[config.mk]
export PLATFORM = sky130hd
export DESIGN_NAME = adaptive_sampling_escalation_fsm
export DESIGN_NICKNAME = d
export VERILOG_FILES = /design/src/asef_pkg.sv /design/src/adaptive_sampling_escalation_fsm.sv
export VERILOG_INCLUDE_DIRS = /design/src /design/src/src
export SDC_FILE = /design/constraint.sdc
export NUM_CORES = 1
export LEC_CHECK = 0
export BUFFER_PORTS_ARGS = -buffer_cell sky130_fd_sc_hd__buf_2
export CORE_UTILIZATION = 63
export CTS_CLUSTER_DIAMETER = 30
export DETAILED_ROUTE_END_ITERATION = 7
export PLACE_DENSITY = 0.81
export SKIP_CTS_REPAIR_TIMING = 1
export SLEW_MARGIN = 20
export SYNTH_ARGS = -nofsm -noshare
export SYNTH_HDL_FRONTEND = slang
export SYNTH_SLANG_ARGS = --single-unit
[constraint.sdc]
create_clock -name clk -period 5.7 [get_ports clk]
set_clock_uncertainty 0.05 [all_clocks]
set_input_delay 0.57 -clock clk [delete_from_list [all_inputs] [get_ports clk]]
set_output_delay 0.57 -clock clk [all_outputs]
set_load 0.05 [all_outputs]
[src/adaptive_sampling_escalation_fsm_assert.svh]
// ----------------------------------------------------------------------------
// Assertion macros for the adaptive sampling escalation block
// Concurrent property wrappers sampled on clk, disabled in reset.
// ----------------------------------------------------------------------------
`ifndef ADAPTIVE_SAMPLING_ESCALATION_FSM_ASSERT_SVH
`define ADAPTIVE_SAMPLING_ESCALATION_FSM_ASSERT_SVH

// same-cycle implication
`define ASEF_ASSERT_NOW(label, ante, cons, msg) \
  label: assert property (@(posedge clk) disable iff (!rst_n) (ante) |-> (cons)) \
    else $error(msg);

// next-cycle implication
`define ASEF_ASSERT_NEXT(label, ante, cons, msg) \
  label: assert property (@(posedge clk) disable iff (!rst_n) (ante) |=> (cons)) \
    else $error(msg);

`endif

[src/asef_pkg.sv]
// ----------------------------------------------------------------------------
// asef_pkg
// Types, register indexes and helpers for the sampling escalation machine.
// ----------------------------------------------------------------------------
`timescale 1ns / 1ps

package asef_pkg;

  typedef enum logic [2:0] {
    MODE_NORMAL     = 3'd0,
    MODE_SUSPECT    = 3'd1,
    MODE_DIAGNOSTIC = 3'd2,
    MODE_PROFILING  = 3'd3,
    MODE_COOLDOWN   = 3'd4
  } mode_t;

  localparam int CFG_IDX_W = 4;

  typedef enum logic [CFG_IDX_W-1:0] {
    CFG_SUSPECT_SCORE     = 4'd0,
    CFG_DIAGNOSTIC_SCORE  = 4'd1,
    CFG_PROFILING_SCORE   = 4'd2,
    CFG_RECOVERY_SCORE    = 4'd3,
    CFG_SUSPECT_RUN       = 4'd4,
    CFG_DIAGNOSTIC_RUN    = 4'd5,
    CFG_PROFILING_LIMIT   = 4'd6,
    CFG_COOLDOWN          = 4'd7
  } cfg_idx_t;

  localparam logic [31:0] MS_PER_SEC = 32'd1000;

  localparam logic [15:0] RST_SUSPECT_SCORE    = 16'd32768;
  localparam logic [15:0] RST_DIAGNOSTIC_SCORE = 16'd45875;
  localparam logic [15:0] RST_PROFILING_SCORE  = 16'd55705;
  localparam logic [15:0] RST_RECOVERY_SCORE   = 16'd19660;
  localparam logic [7:0]  RST_SUSPECT_RUN      = 8'd3;
  localparam logic [7:0]  RST_DIAGNOSTIC_RUN   = 8'd3;
  localparam logic [31:0] RST_PROFILING_MS     = 32'd30000;
  localparam logic [31:0] RST_COOLDOWN_MS      = 32'd60000;

  function automatic logic [7:0] sat_inc(input logic [7:0] v);
    sat_inc = (v == 8'hff) ? 8'hff : v + 8'd1;
  endfunction

endpackage

[src/adaptive_sampling_escalation_fsm.sv]
// ----------------------------------------------------------------------------
// Adaptive sampling escalation machine
// Five-mode escalation driven by one scored sample per word: runs of high
// scores raise the mode, runs of recovery scores lower it, profiling and
// cooldown are bounded by millisecond windows.
// ----------------------------------------------------------------------------
// Takes one sample word per clock unless the result side stalls, and returns
// one result word per sample: the accepting edge registers the sample in the
// input register, and when that register moves on, the mode, run counters and
// window start times update together from it and load the result register.
// The state thus keeps pace with one sample per clock while unstalled;
// backpressure on the result side holds the result register and, once the
// input register is also full, the input. Window limits are kept in
// milliseconds, converted from seconds when the configuration is written.
// ----------------------------------------------------------------------------
`timescale 1ns / 1ps

`include "adaptive_sampling_escalation_fsm_assert.svh"

module adaptive_sampling_escalation_fsm
  import asef_pkg::*;
#(
  parameter int RECOVERY_RUN_NEEDED = 3
) (
  input  logic                 clk,
  input  logic                 rst_n,

  input  logic                 cfg_we,
  input  logic [CFG_IDX_W-1:0] cfg_index,
  input  logic [15:0]          cfg_data,

  input  logic                 in_valid,
  output logic                 in_ready,
  input  logic [15:0]          in_score,
  input  logic                 in_profile_wanted,
  input  logic [31:0]          in_now_ms,

  output logic                 out_valid,
  input  logic                 out_ready,
  output logic [2:0]           out_mode,
  output logic                 out_mode_changed
);

  localparam logic [7:0] RecoverNeed = 8'(RECOVERY_RUN_NEEDED);

  logic [15:0] suspect_score_r;
  logic [15:0] diagnostic_score_r;
  logic [15:0] profiling_score_r;
  logic [15:0] recovery_score_r;
  logic [7:0]  suspect_run_r;
  logic [7:0]  diagnostic_run_r;
  logic [31:0] profiling_ms_r;
  logic [31:0] cooldown_ms_r;

  logic        s1_valid_r;
  logic [15:0] s1_score_r;
  logic        s1_want_r;
  logic [31:0] s1_now_r;

  mode_t       mode_r, mode_nxt;
  logic [7:0]  high_run_r, high_run_nxt;
  logic [7:0]  diag_run_r, diag_run_nxt;
  logic [7:0]  rec_run_r, rec_run_nxt;
  logic [31:0] prof_start_r, prof_start_nxt;
  logic [31:0] cool_start_r, cool_start_nxt;

  logic        out_valid_r;
  logic [2:0]  out_mode_r;
  logic        out_changed_r;

  logic        advance;
  logic        fire;
  logic        enter;
  mode_t       target;
  logic        rec;
  logic [7:0]  rec_inc;
  logic [7:0]  diag_step;
  logic        prof_done;
  logic        cool_done;

  assign advance  = !out_valid_r || out_ready;
  assign in_ready = !s1_valid_r || advance;
  assign fire     = s1_valid_r && advance;

  assign out_valid        = out_valid_r;
  assign out_mode         = out_mode_r;
  assign out_mode_changed = out_changed_r;

  // configuration; window limits stored in ms
  always_ff @(posedge clk) begin
    if (!rst_n) begin
      suspect_score_r    <= RST_SUSPECT_SCORE;
      diagnostic_score_r <= RST_DIAGNOSTIC_SCORE;
      profiling_score_r  <= RST_PROFILING_SCORE;
      recovery_score_r   <= RST_RECOVERY_SCORE;
      suspect_run_r      <= RST_SUSPECT_RUN;
      diagnostic_run_r   <= RST_DIAGNOSTIC_RUN;
      profiling_ms_r     <= RST_PROFILING_MS;
      cooldown_ms_r      <= RST_COOLDOWN_MS;
    end else if (cfg_we) begin
      case (cfg_index)
        CFG_SUSPECT_SCORE:    suspect_score_r    <= cfg_data;
        CFG_DIAGNOSTIC_SCORE: diagnostic_score_r <= cfg_data;
        CFG_PROFILING_SCORE:  profiling_score_r  <= cfg_data;
        CFG_RECOVERY_SCORE:   recovery_score_r   <= cfg_data;
        CFG_SUSPECT_RUN:      suspect_run_r      <= cfg_data[7:0];
        CFG_DIAGNOSTIC_RUN:   diagnostic_run_r   <= cfg_data[7:0];
        CFG_PROFILING_LIMIT:  profiling_ms_r     <= 32'(cfg_data) * MS_PER_SEC;
        CFG_COOLDOWN:         cooldown_ms_r      <= 32'(cfg_data) * MS_PER_SEC;
        default: ;
      endcase
    end
  end

  // input register
  always_ff @(posedge clk) begin
    if (!rst_n) begin
      s1_valid_r <= 1'b0;
    end else if (in_ready) begin
      s1_valid_r <= in_valid;
    end
  end

  always_ff @(posedge clk) begin
    if (in_valid && in_ready) begin
      s1_score_r <= in_score;
      s1_want_r  <= in_profile_wanted;
      s1_now_r   <= in_now_ms;
    end
  end

  assign rec       = s1_score_r <= recovery_score_r;
  assign rec_inc   = sat_inc(rec_run_r);
  assign diag_step = (s1_score_r >= diagnostic_score_r) ? sat_inc(diag_run_r) : 8'd0;
  assign prof_done = (s1_now_r - prof_start_r) >= profiling_ms_r;
  assign cool_done = (s1_now_r - cool_start_r) >= cooldown_ms_r;

  always_comb begin
    mode_nxt       = mode_r;
    high_run_nxt   = high_run_r;
    diag_run_nxt   = diag_run_r;
    rec_run_nxt    = rec_run_r;
    prof_start_nxt = prof_start_r;
    cool_start_nxt = cool_start_r;
    enter          = 1'b0;
    target         = mode_r;

    case (mode_r)
      MODE_NORMAL: begin
        if (s1_score_r >= suspect_score_r) begin
          high_run_nxt = sat_inc(high_run_r);
          if (high_run_nxt >= suspect_run_r) begin
            enter  = 1'b1;
            target = MODE_SUSPECT;
          end
        end else begin
          high_run_nxt = 8'd0;
        end
      end
      MODE_SUSPECT: begin
        if (rec) begin
          rec_run_nxt = rec_inc;
          if (rec_inc >= RecoverNeed) begin
            enter  = 1'b1;
            target = MODE_NORMAL;
          end
        end else begin
          rec_run_nxt  = 8'd0;
          diag_run_nxt = diag_step;
          if (diag_step >= diagnostic_run_r) begin
            enter  = 1'b1;
            target = MODE_DIAGNOSTIC;
          end
        end
      end
      MODE_DIAGNOSTIC: begin
        if (rec) begin
          rec_run_nxt = rec_inc;
          if (rec_inc >= RecoverNeed) begin
            enter  = 1'b1;
            target = MODE_COOLDOWN;
          end
        end else begin
          rec_run_nxt = 8'd0;
          if (s1_want_r && s1_score_r >= profiling_score_r) begin
            enter  = 1'b1;
            target = MODE_PROFILING;
          end
        end
      end
      MODE_PROFILING: begin
        if (prof_done || rec) begin
          enter  = 1'b1;
          target = MODE_COOLDOWN;
        end else begin
          rec_run_nxt = 8'd0;
        end
      end
      MODE_COOLDOWN: begin
        if (rec) begin
          rec_run_nxt = rec_inc;
          if (cool_done && rec_inc >= RecoverNeed) begin
            enter  = 1'b1;
            target = MODE_NORMAL;
          end
        end else if (!cool_done) begin
          rec_run_nxt  = 8'd0;
          diag_run_nxt = 8'd0;
        end else begin
          rec_run_nxt  = 8'd0;
          diag_run_nxt = diag_step;
          if (diag_step >= diagnostic_run_r) begin
            enter  = 1'b1;
            target = MODE_DIAGNOSTIC;
          end
        end
      end
      default: ;
    endcase

    if (enter) begin
      mode_nxt     = target;
      high_run_nxt = 8'd0;
      diag_run_nxt = 8'd0;
      rec_run_nxt  = 8'd0;
      if (target == MODE_PROFILING) begin
        prof_start_nxt = s1_now_r;
      end
      if (target == MODE_COOLDOWN) begin
        cool_start_nxt = s1_now_r;
      end
    end
  end

  always_ff @(posedge clk) begin
    if (!rst_n) begin
      mode_r       <= MODE_NORMAL;
      high_run_r   <= 8'd0;
      diag_run_r   <= 8'd0;
      rec_run_r    <= 8'd0;
      prof_start_r <= 32'd0;
      cool_start_r <= 32'd0;
    end else if (fire) begin
      mode_r       <= mode_nxt;
      high_run_r   <= high_run_nxt;
      diag_run_r   <= diag_run_nxt;
      rec_run_r    <= rec_run_nxt;
      prof_start_r <= prof_start_nxt;
      cool_start_r <= cool_start_nxt;
    end
  end

  // result register
  always_ff @(posedge clk) begin
    if (!rst_n) begin
      out_valid_r <= 1'b0;
    end else if (advance) begin
      out_valid_r <= s1_valid_r;
    end
  end

  always_ff @(posedge clk) begin
    if (fire) begin
      out_mode_r    <= 3'(mode_nxt);
      out_changed_r <= (mode_nxt != mode_r);
    end
  end

  `ASEF_ASSERT_NOW(a_ready_when_empty, !out_valid_r, in_ready, "input stalled with empty result")
  `ASEF_ASSERT_NOW(a_out_tracks_mode, out_valid_r, out_mode_r == 3'(mode_r), "result mode mismatch")
  `ASEF_ASSERT_NEXT(a_entry_clears_runs, fire && enter,
    high_run_r == 8'd0 && diag_run_r == 8'd0 && rec_run_r == 8'd0, "runs not cleared on entry")
  `ASEF_ASSERT_NEXT(a_prof_start_load, fire && enter && target == MODE_PROFILING,
    prof_start_r == $past(s1_now_r), "profiling start not loaded")

endmodule

==> results of run 1 <==
flip-flops by register name, indices dropped and copies added (netlist names):
register,count
s1_valid_r,1
cool_start_r,32
profiling_score_r,16
s1_now_r,32
diag_run_r,8
out_mode_changed,1
mode_r,3
profiling_ms_r,23
diagnostic_score_r,16
suspect_score_r,16
high_run_r,8
cooldown_ms_r,23
prof_start_r,32
diagnostic_run_r,8
rec_run_r,8
suspect_run_r,8
out_valid,1
recovery_score_r,16
s1_want_r,1
out_mode,3
s1_score_r,16
worst max-delay path, delay by kind of cell (launching register included):
| kind | cells | cell delay (ns) |
|---|---|---|
| mux | 1 | 0.21 |
| fa+ha+maj | 2 | 0.58 |
| buf+inv | 2 | 0.36 |
| compound gates | 10 | 1.71 |
| xor+xnor | 1 | 0.14 |
| flops | 1 | 0.47 |
| simple gates | 6 | 1.94 |
power by group through the flow:
stage	Combinational (mW)	Sequential [mW]	Clock, mW
final	2.27	2.07	3.52
after global routing	2.48	2.07	3.64
after CTS	2.19	2.06	3.55
after detailed placement	2.15	2.10	0
after global placement	2.10	2.10	0
after floorplan	1.54	2.09	0
per-layer routing:
layer	track usage [%]	up-vias	routed length, um
li1	-	8185	-
met2	55.1	661	25000
met4	13.9	0	1850
met5	0	-	0
met3	5.61	155	3970
met1	42.6	8149	22300
worst paths after layout:
kind | start | endpoint | slack [ns] | depth (start not counted)
worst min register to register | cooldown_ms_r[16] | cooldown_ms_r[16] | 0.41 | 2
worst min-delay path | in_profile_wanted | s1_want_r | 0.10 | 1
worst max register to register | s1_now_r[19] | prof_start_r[31] | 0.14 | 22
worst max-delay path | s1_now_r[19] | prof_start_r[31] | 0.14 | 22
through the flow:
| step | setup TNS, ns | cell area, um^2 |
|---|---|---|
| after floorplan | 0 | 19600 |
| after global placement | 0 | 20500 |
| after detailed placement | -0.190 | 20500 |
| after CTS | -1.46 | 22500 |
| after global routing | -1.80 | 22900 |
| final | 0 | 22900 |
logic make-up (layout without fill, tap and decap cells):
| kind of cell | Yosys count | in the layout | synth area share, % |
|---|---|---|---|
| AOI/OAI and AO/OA | 524 | 524 | 18.0 |
| xor gates and xnor gates | 76 | 76 | 3.40 |
| adders and majority gates | 300 | 300 | 21.3 |
| buffers and inverters | 328 | 492 | 6.55 |
| DFF | 272 | 272 | 30.5 |
| muxes | 91 | 91 | 4.68 |
| and+or+nand+nor | 681 | 681 | 15.5 |
final cells by class:
| class | count | area [um^2] | area share, % |
|---|---|---|---|
| Multi-Input combinational cell | 1672 | 12600 | 54.8 |
| Clock inverter | 38 | 455 | 1.99 |
| Clock buffer | 73 | 1620 | 7.08 |
| Tap cell | 396 | 495 | 2.16 |
| Timing Repair Buffer | 135 | 881 | 3.85 |
| Sequential cell | 272 | 5980 | 26.1 |
| Inverter | 246 | 925 | 4.04 |
placed cells by master, fill, tap and decap left out, types with 59 or more instances in the layout:
cell       count
ha_1         234
nor2_1       119
dfxtp_1      219
nand2_1      344
clkbuf_16     62
buf_2         78
mux2i_1       89
a21oi_1      170
nand3_1       59
inv_1        243
==> out/metrics.cfg, run 1 <==
[sta]
worst-slew-pin-transition_ns = 1.15
hold_viol_final = 0
slew_violations = 0
slew_headroom_pct = 23.4
setup_ws_ns = 0.142
whs_ns = 0.103
setup_viol = 0
period_share_pct = 97.5
timing.fmax_ghz = 0.180
layout_min_cycle_time_ns = 5.56

[setup_path]
path_max_fanout = 16
cp.required_ns = 6.14
startpoint_type = flip-flop
path_cells = ha_1, a21oi_2, o21ai_1, or4_4, nor3_4, nor2_4, a21o_1, a21oi_1, xnor2_1, ha_1, a21oi_2, o311ai_1, a31oi_1, nand4_1, or4_4, or3_1, o31ai_4, o21ai_2, a211oi_4, buf_12, buf_12, mux2i_1
cp_slowest_cell = or4_4
worstPathArrival_ns = 5.99
slowest_delay_ns = 0.54
critPathKind = flip-flop to flip-flop
endpoint_kind = flip-flop

[detailed_routing]
firstDrtPassIters = 6
vias = 17150
finalWirelength_um = 53200
route.detailed.drc = 0
drt_iter0_drc = 1432
ant_nets = 0
wl_per_cell_um = 18.8
viasPerCell = 6.06

[yosys]
synth.top_cell.area_share_pct = 22.4
syn_nets = 2646
syn_area_mm2 = 0.0196
synth-seq-cells = 272
ys.warnings.count = 0
postSynthCellCount = 2272
synth_common_cells = 344 x nand2_1, 244 x ha_1, 244 x inv_1, 219 x dfxtp_1, 177 x a21oi_1
synth_top_flop_cell = dfxtp_1
ys_seq_area_share_pct = 30.5
synthArstFlopShare_pct = 0
synth_area_leaders = dfxtp_1 22%, ha_1 16%, edfxtp_1 8.1%
synth_cell_types = 82
synth_edf_count = 53
yosysMostFrequentCell = nand2_1
synth_top_area_cell = dfxtp_1
synth.avg_cell_area_um2 = 8.61

[global_route]
gr-total-overflow = 0
grt_pass1_vias = 16805
grt_pass1_wl_um = 83300
antenna_found_initial = 0
grt_max_degree = 106
gr-usage-all-layers_pct = 33.2

[pwr]
swShare_pct = 33.3
p_leak_nw = 9.72
power_mw = 7.85
power.density_mw_per_mm2 = 343
net-switching-power_mw = 2.61
vdd_drop_max_uv = 351
p_int_mw = 5.24
sequentialPowerShare_pct = 26.3
clkPwrFrac_pct = 44.8
combPwrFrac_pct = 28.9

[placement]
pre_cts_ws_ns = -0.0432
dp_hpwl_um = 37600
dp.cells = 2708
place_congestion = 0.951
io_buffers = 79

[clocking]
cts_buffer_depth = 3
cts_made_buffers = 59
tritoncts = built
cts.clk_slew.worst_paths_ns = 0.05
cts_htree_levels = 2
cts-root-buf = clkbuf_16
clk_latency_ns = 0.59
clock_sinks = 272

[floorplanning]
io_pins = 80
die_w_um = 178
core_mm2 = 0.0306
start_util_pct = 64.0
die_h_um = 178
rows = 64
die_area_mm2 = 0.0318

[final_layout]
layout-drive-gt1-share_pct = 12.6
final_cell_count_no_fill = 2832
antenna_cells = 0
synthToLayoutAreaGrowth_pct = 17.1
fill_cells = 2175
final_core_util_pct = 74.9
final_nets = 2760

[hold_path]
hold_class = input port to flip-flop

[outcome]
status = complete, no violations

[run]
maxCapViolCount = 0

(Power assumes the default switching activity.)
==> run 2, diff against run 1 <==
BUFFER_PORTS_ARGS = not set   (was -buffer_cell sky130_fd_sc_hd__buf_2)
CORE_UTILIZATION = 65   (was 63)
DONT_BUFFER_PORTS = 1   (was not set)
PLACE_DENSITY = 0.77   (was 0.81)
==> run 2 against run 1 <==
Highest routed layer unchanged. Critical endpoint is now prof_start_r[17]. First-iteration DRC count decreased by 5.0%. Critical path type unchanged. Wire length decreased by 2.2%. Non-clock buffer count decreased by 100. Sequential power about the same. Largest cell class unchanged. Flip-flop and latch count unchanged.
==> out/metrics.cfg, run 2 (same netlist as run 1, synthesis figures left out) <==
[outcome]
status = complete, no violations

[floorplanning]
die_area_mm2 = 0.0308
rows = 63
die_w_um = 176
core_mm2 = 0.0296
start_util_pct = 66.0
die_h_um = 176
io_pins = 80

[pwr]
p_int_mw = 5.72
power.density_mw_per_mm2 = 366
vdd_drop_max_uv = 334
sequentialPowerShare_pct = 25.1
clkPwrFrac_pct = 49.4
combPwrFrac_pct = 25.5
net-switching-power_mw = 2.56
swShare_pct = 30.9
p_leak_nw = 9.48

[setup_path]
critPathBufInv = 2
rrSetupSlack_ns = 0.15
startpoint_type = flip-flop
path_max_fanout = 8
worstPathArrival_ns = 5.98
critPathKind = flip-flop to flip-flop
slowest_delay_ns = 0.53
path_cells = ha_1, a22o_1, nor4_1, a21oi_2, o21a_1, a21o_1, a21oi_1, xnor2_1, ha_1, nand2_1, nor4_1, o311ai_0, nand4_1, or4_4, or3_1, o31ai_4, o21ai_2, a211oi_4, buf_6, buf_6, mux2i_1
critical-path-top-delay-family = simple AND/OR/NAND/NOR gates
cp_slowest_cell = or4_4
cp.required_ns = 6.13
endpoint_kind = flip-flop

[global_route]
grt_pass1_vias = 16465
antenna_found_initial = 0
gr-total-overflow = 0
grt_max_degree = 135
gr-usage-all-layers_pct = 33.7
grt_pass1_wl_um = 83400

[clocking]
cts-root-buf = clkbuf_16
cts_htree_levels = 3
cts_made_buffers = 68
clk_latency_ns = 0.56
cts.clk_slew.worst_paths_ns = 0.05
cts_buffer_depth = 3
tritoncts = built
clock_sinks = 272

[sta]
slew_headroom_pct = 32.0
layout_min_cycle_time_ns = 5.55
period_share_pct = 97.3
tns_ns = 0
setup_viol = 0
timing.fmax_ghz = 0.180
slew_violations = 0
worst-slew-pin-transition_ns = 1.01
hold_viol_final = 0

[detailed_routing]
route.detailed.drc = 0
finalWirelength_um = 52000
firstDrtPassIters = 5
drt_iter0_drc = 1360
viasPerCell = 6.13
wl_per_cell_um = 19.0
vias = 16799
ant_nets = 0

[final_layout]
antenna_cells = 0
layout_common_cells = 344 x nand2_1, 243 x inv_1, 235 x ha_1, 219 x dfxtp_1, 172 x a21oi_1
synthToLayoutAreaGrowth_pct = 15.8
layout-drive-gt1-share_pct = 9.02
fill_cells = 2138
reg_top3 = cool_start_r x32, prof_start_r x32, s1_now_r x32
final_common_cell = nand2_1
final_core_util_pct = 76.4
final_nets = 2669

[placement]
dp_hpwl_um = 36200
place_congestion = 0.922
io_buffers = 0

[hold_path]
hold_class = input port to flip-flop

[run]
maxCapViolCount = 0

==> run 2: cell types whose count changed in the layout (fill, tap and decap cells not counted), moves of 2 or more <==
cell,before,now
inv_6,9,6
a21oi_1,170,172
buf_6,0,2
bufinv_16,7,9
o21ai_2,3,1
a21oi_2,9,7
buf_2,78,0
clkinv_2,9,11
clkbuf_16,62,74
nor2_4,2,0
buf_4,52,29
o21ai_0,56,59
clkbuf_8,5,12
clkinv_4,5,1
==> run 2: metrics by stage <==
stage	std cells	setup WS [ns]	hold WS (ns)	area, um^2	power [mW]
floorplan	2272	0.647	0.385	19600	3.63
global placement	2603	0.263	0.392	19900	4.10
detailed placement	2603	0.0187	0.396	19900	4.14
CTS	2729	0.00120	0.0372	22400	8.24
global route	2741	-0.0335	0.0343	22700	8.64
finish	2741	0.152	0.0517	22700	8.28
==> run 2: final timing paths <==
kind	start	endpoint	depth (start not counted)
min	in_now_ms[10]	s1_now_r[10]	0
min reg2reg	profiling_score_r[1]	profiling_score_r[1]	2
max reg2reg	s1_now_r[11]	prof_start_r[17]	21
max	s1_now_r[11]	prof_start_r[17]	21
==> run 2: area by class of cell <==
class | count | area [um^2] | share of cell area (%)
multi-input cells | 1672 | 12500 | 55.1
flip-flops and latches | 272 | 5980 | 26.4
clock buffers | 91 | 1990 | 8.80
inverters | 246 | 925 | 4.08
well taps | 390 | 488 | 2.15
clock inverters | 35 | 465 | 2.05
repair buffers | 35 | 330 | 1.46
==> run 2: per-layer routing <==
metal / vias to the layer above / global-route usage [%] / share of wire [%]
met2: 581 / 56.0 / 47
li1: 8023 / - / -
met5: - / 0 / 0
met4: 0 / 11.9 / 2.9
met3: 114 / 4.37 / 6.3
met1: 8081 / 44.9 / 44
==> run 2: power by group through the flow <==
stage                     Combinational [mW]  Sequential (mW)  Clock [mW]
after floorplan                         1.54             2.09           0
after global placement                  1.99             2.11           0
after detailed placement                2.03             2.11           0
after CTS                               2.05             2.08        4.11
after global routing                    2.34             2.08        4.22
final                                   2.11             2.08        4.09
==> run 3, diff against run 2 <==
RECOVER_POWER = 25   (was not set)
==> run 3 against run 2 <==
Register-to-register slack barely moved. Sequential share of layout area did not move. Final area unchanged. Flip-flop and latch count unchanged. Clock power hardly changed. Sequential power about the same. Critical path type unchanged. Largest cell class unchanged.
==> out/metrics.cfg, run 3 (same netlist as run 1, synthesis figures left out) <==
[outcome]
status = complete, no violations

[global_route]
gr-usage-all-layers_pct = 33.7
antenna_found_initial = 0
gr-total-overflow = 0
grt_max_degree = 135
grt_pass1_wl_um = 83400
grt_pass1_vias = 16465

[setup_path]
path_max_fanout = 8
cp.required_ns = 6.13
r2r_start = s1_now_r[11]
endpoint_kind = flip-flop
startpoint_type = flip-flop
rr_endpoint = prof_start_r[17]
cp-endpoint = prof_start_r[17]
path_cells = ha_1, a22o_1, nor4_1, a21oi_2, o21a_1, a21o_1, a21oi_1, xnor2_1, ha_1, nand2_1, nor4_1, o311ai_0, nand4_1, or4_4, or3_1, o31ai_4, o21ai_2, a211oi_4, buf_6, buf_6, mux2i_1
ff2ff_path_depth = 21
cp_slowest_cell = or4_4
worst-path-stages = 21
rrSetupSlack_ns = 0.15
crit_start = s1_now_r[11]
worstPathArrival_ns = 5.98
critical-path-top-delay-family = simple AND/OR/NAND/NOR gates
slowest_delay_ns = 0.53
critPathKind = flip-flop to flip-flop
critPathBufInv = 2

[hold_path]
hold_class = input port to flip-flop

[pwr]
p_leak_nw = 9.48
power_mw = 8.28
power.density_mw_per_mm2 = 365
vdd_drop_max_uv = 334

[final_layout]
layout-drive-gt1-share_pct = 9.02
fin_area_mm2 = 0.0227
antenna_cells = 0
fill_cells = 2138
final_nets = 2669
final_common_cell = nand2_1
reg_top3 = cool_start_r x32, prof_start_r x32, s1_now_r x32
final_cell_count_no_fill = 2741
synthToLayoutAreaGrowth_pct = 15.8
layout_common_cells = 344 x nand2_1, 243 x inv_1, 235 x ha_1, 219 x dfxtp_1, 172 x a21oi_1

[floorplanning]
die_w_um = 176
start_util_pct = 66.0
core_mm2 = 0.0296
rows = 63
io_pins = 80
die_h_um = 176
die_area_mm2 = 0.0308

[detailed_routing]
drt_iter0_drc = 1353
ant_nets = 0
vias = 16814
viasPerCell = 6.13
wl_per_cell_um = 19.0
firstDrtPassIters = 5
finalWirelength_um = 52000
route.detailed.drc = 0

[clocking]
clk_latency_ns = 0.56
cts_buffer_depth = 3
tritoncts = built
cts-root-buf = clkbuf_16
cts.clk_slew.worst_paths_ns = 0.05
cts_htree_levels = 3
cts_made_buffers = 68
clock_sinks = 272

[sta]
slew_headroom_pct = 16.1
timing.fmax_ghz = 0.180
setup_viol = 0
tns_ns = 0
worst-slew-pin-transition_ns = 1.26
layout_min_cycle_time_ns = 5.55
period_share_pct = 97.3
hold_viol_final = 0
slew_violations = 0

[placement]
dp.cells = 2603
place_congestion = 0.922
dp_hpwl_um = 36200
place_area_mm2 = 0.0199
io_buffers = 0

[run]
maxCapViolCount = 0

-- run 3: cell counts in the layout (fill, tap and decap cells not counted) --
Identical to the previous run, type by type.
-- run 3: stage by stage --
step	hold slack (ns)	setup WS [ns]	utilization, %
after floorplan	0.385	0.647	-
after global placement	0.392	0.263	67.2
after detailed placement	0.396	0.0187	67.2
after CTS	0.0372	0.00120	75.5
after global routing	0.0343	-0.0335	76.4
final	0.0522	0.152	76.4
-- run 3: where the power goes --
| group | switching, mW | internal (mW) |
|---|---|---|
| combinational | 1.28 | 0.835 |
| clock | 1.23 | 2.86 |
| sequential | 0.0541 | 2.02 |
-- run 3: layer usage --
| layer | track usage, % | vias up | wire length, um |
|---|---|---|---|
| met5 | 0 | - | 0 |
| met2 | 56.0 | 574 | 24600 |
| met3 | 4.37 | 117 | 3220 |
| met4 | 11.9 | 0 | 1490 |
| met1 | 44.9 | 8104 | 22700 |
| li1 | - | 8019 | - |
-- run 3: how the worst min path moves through the flow --
stage	start	end	cells after the start
floorplan	prof_start_r[10]	prof_start_r[10]	2
global placement	prof_start_r[3]	prof_start_r[3]	2
detailed placement	profiling_score_r[9]	profiling_score_r[9]	2
CTS	in_now_ms[9]	s1_now_r[9]	0
global route	in_now_ms[9]	s1_now_r[9]	0
finish	in_now_ms[10]	s1_now_r[10]	0
-- run 3: final cells by class --
cell class | count | area [um^2] | share of cell area [%]
Clock inverter | 35 | 465 | 2.05
Sequential cell | 272 | 5980 | 26.4
Tap cell | 390 | 488 | 2.15
Multi-Input combinational cell | 1672 | 12500 | 55.1
Clock buffer | 91 | 1990 | 8.80
Timing Repair Buffer | 35 | 330 | 1.46
Inverter | 246 | 925 | 4.08
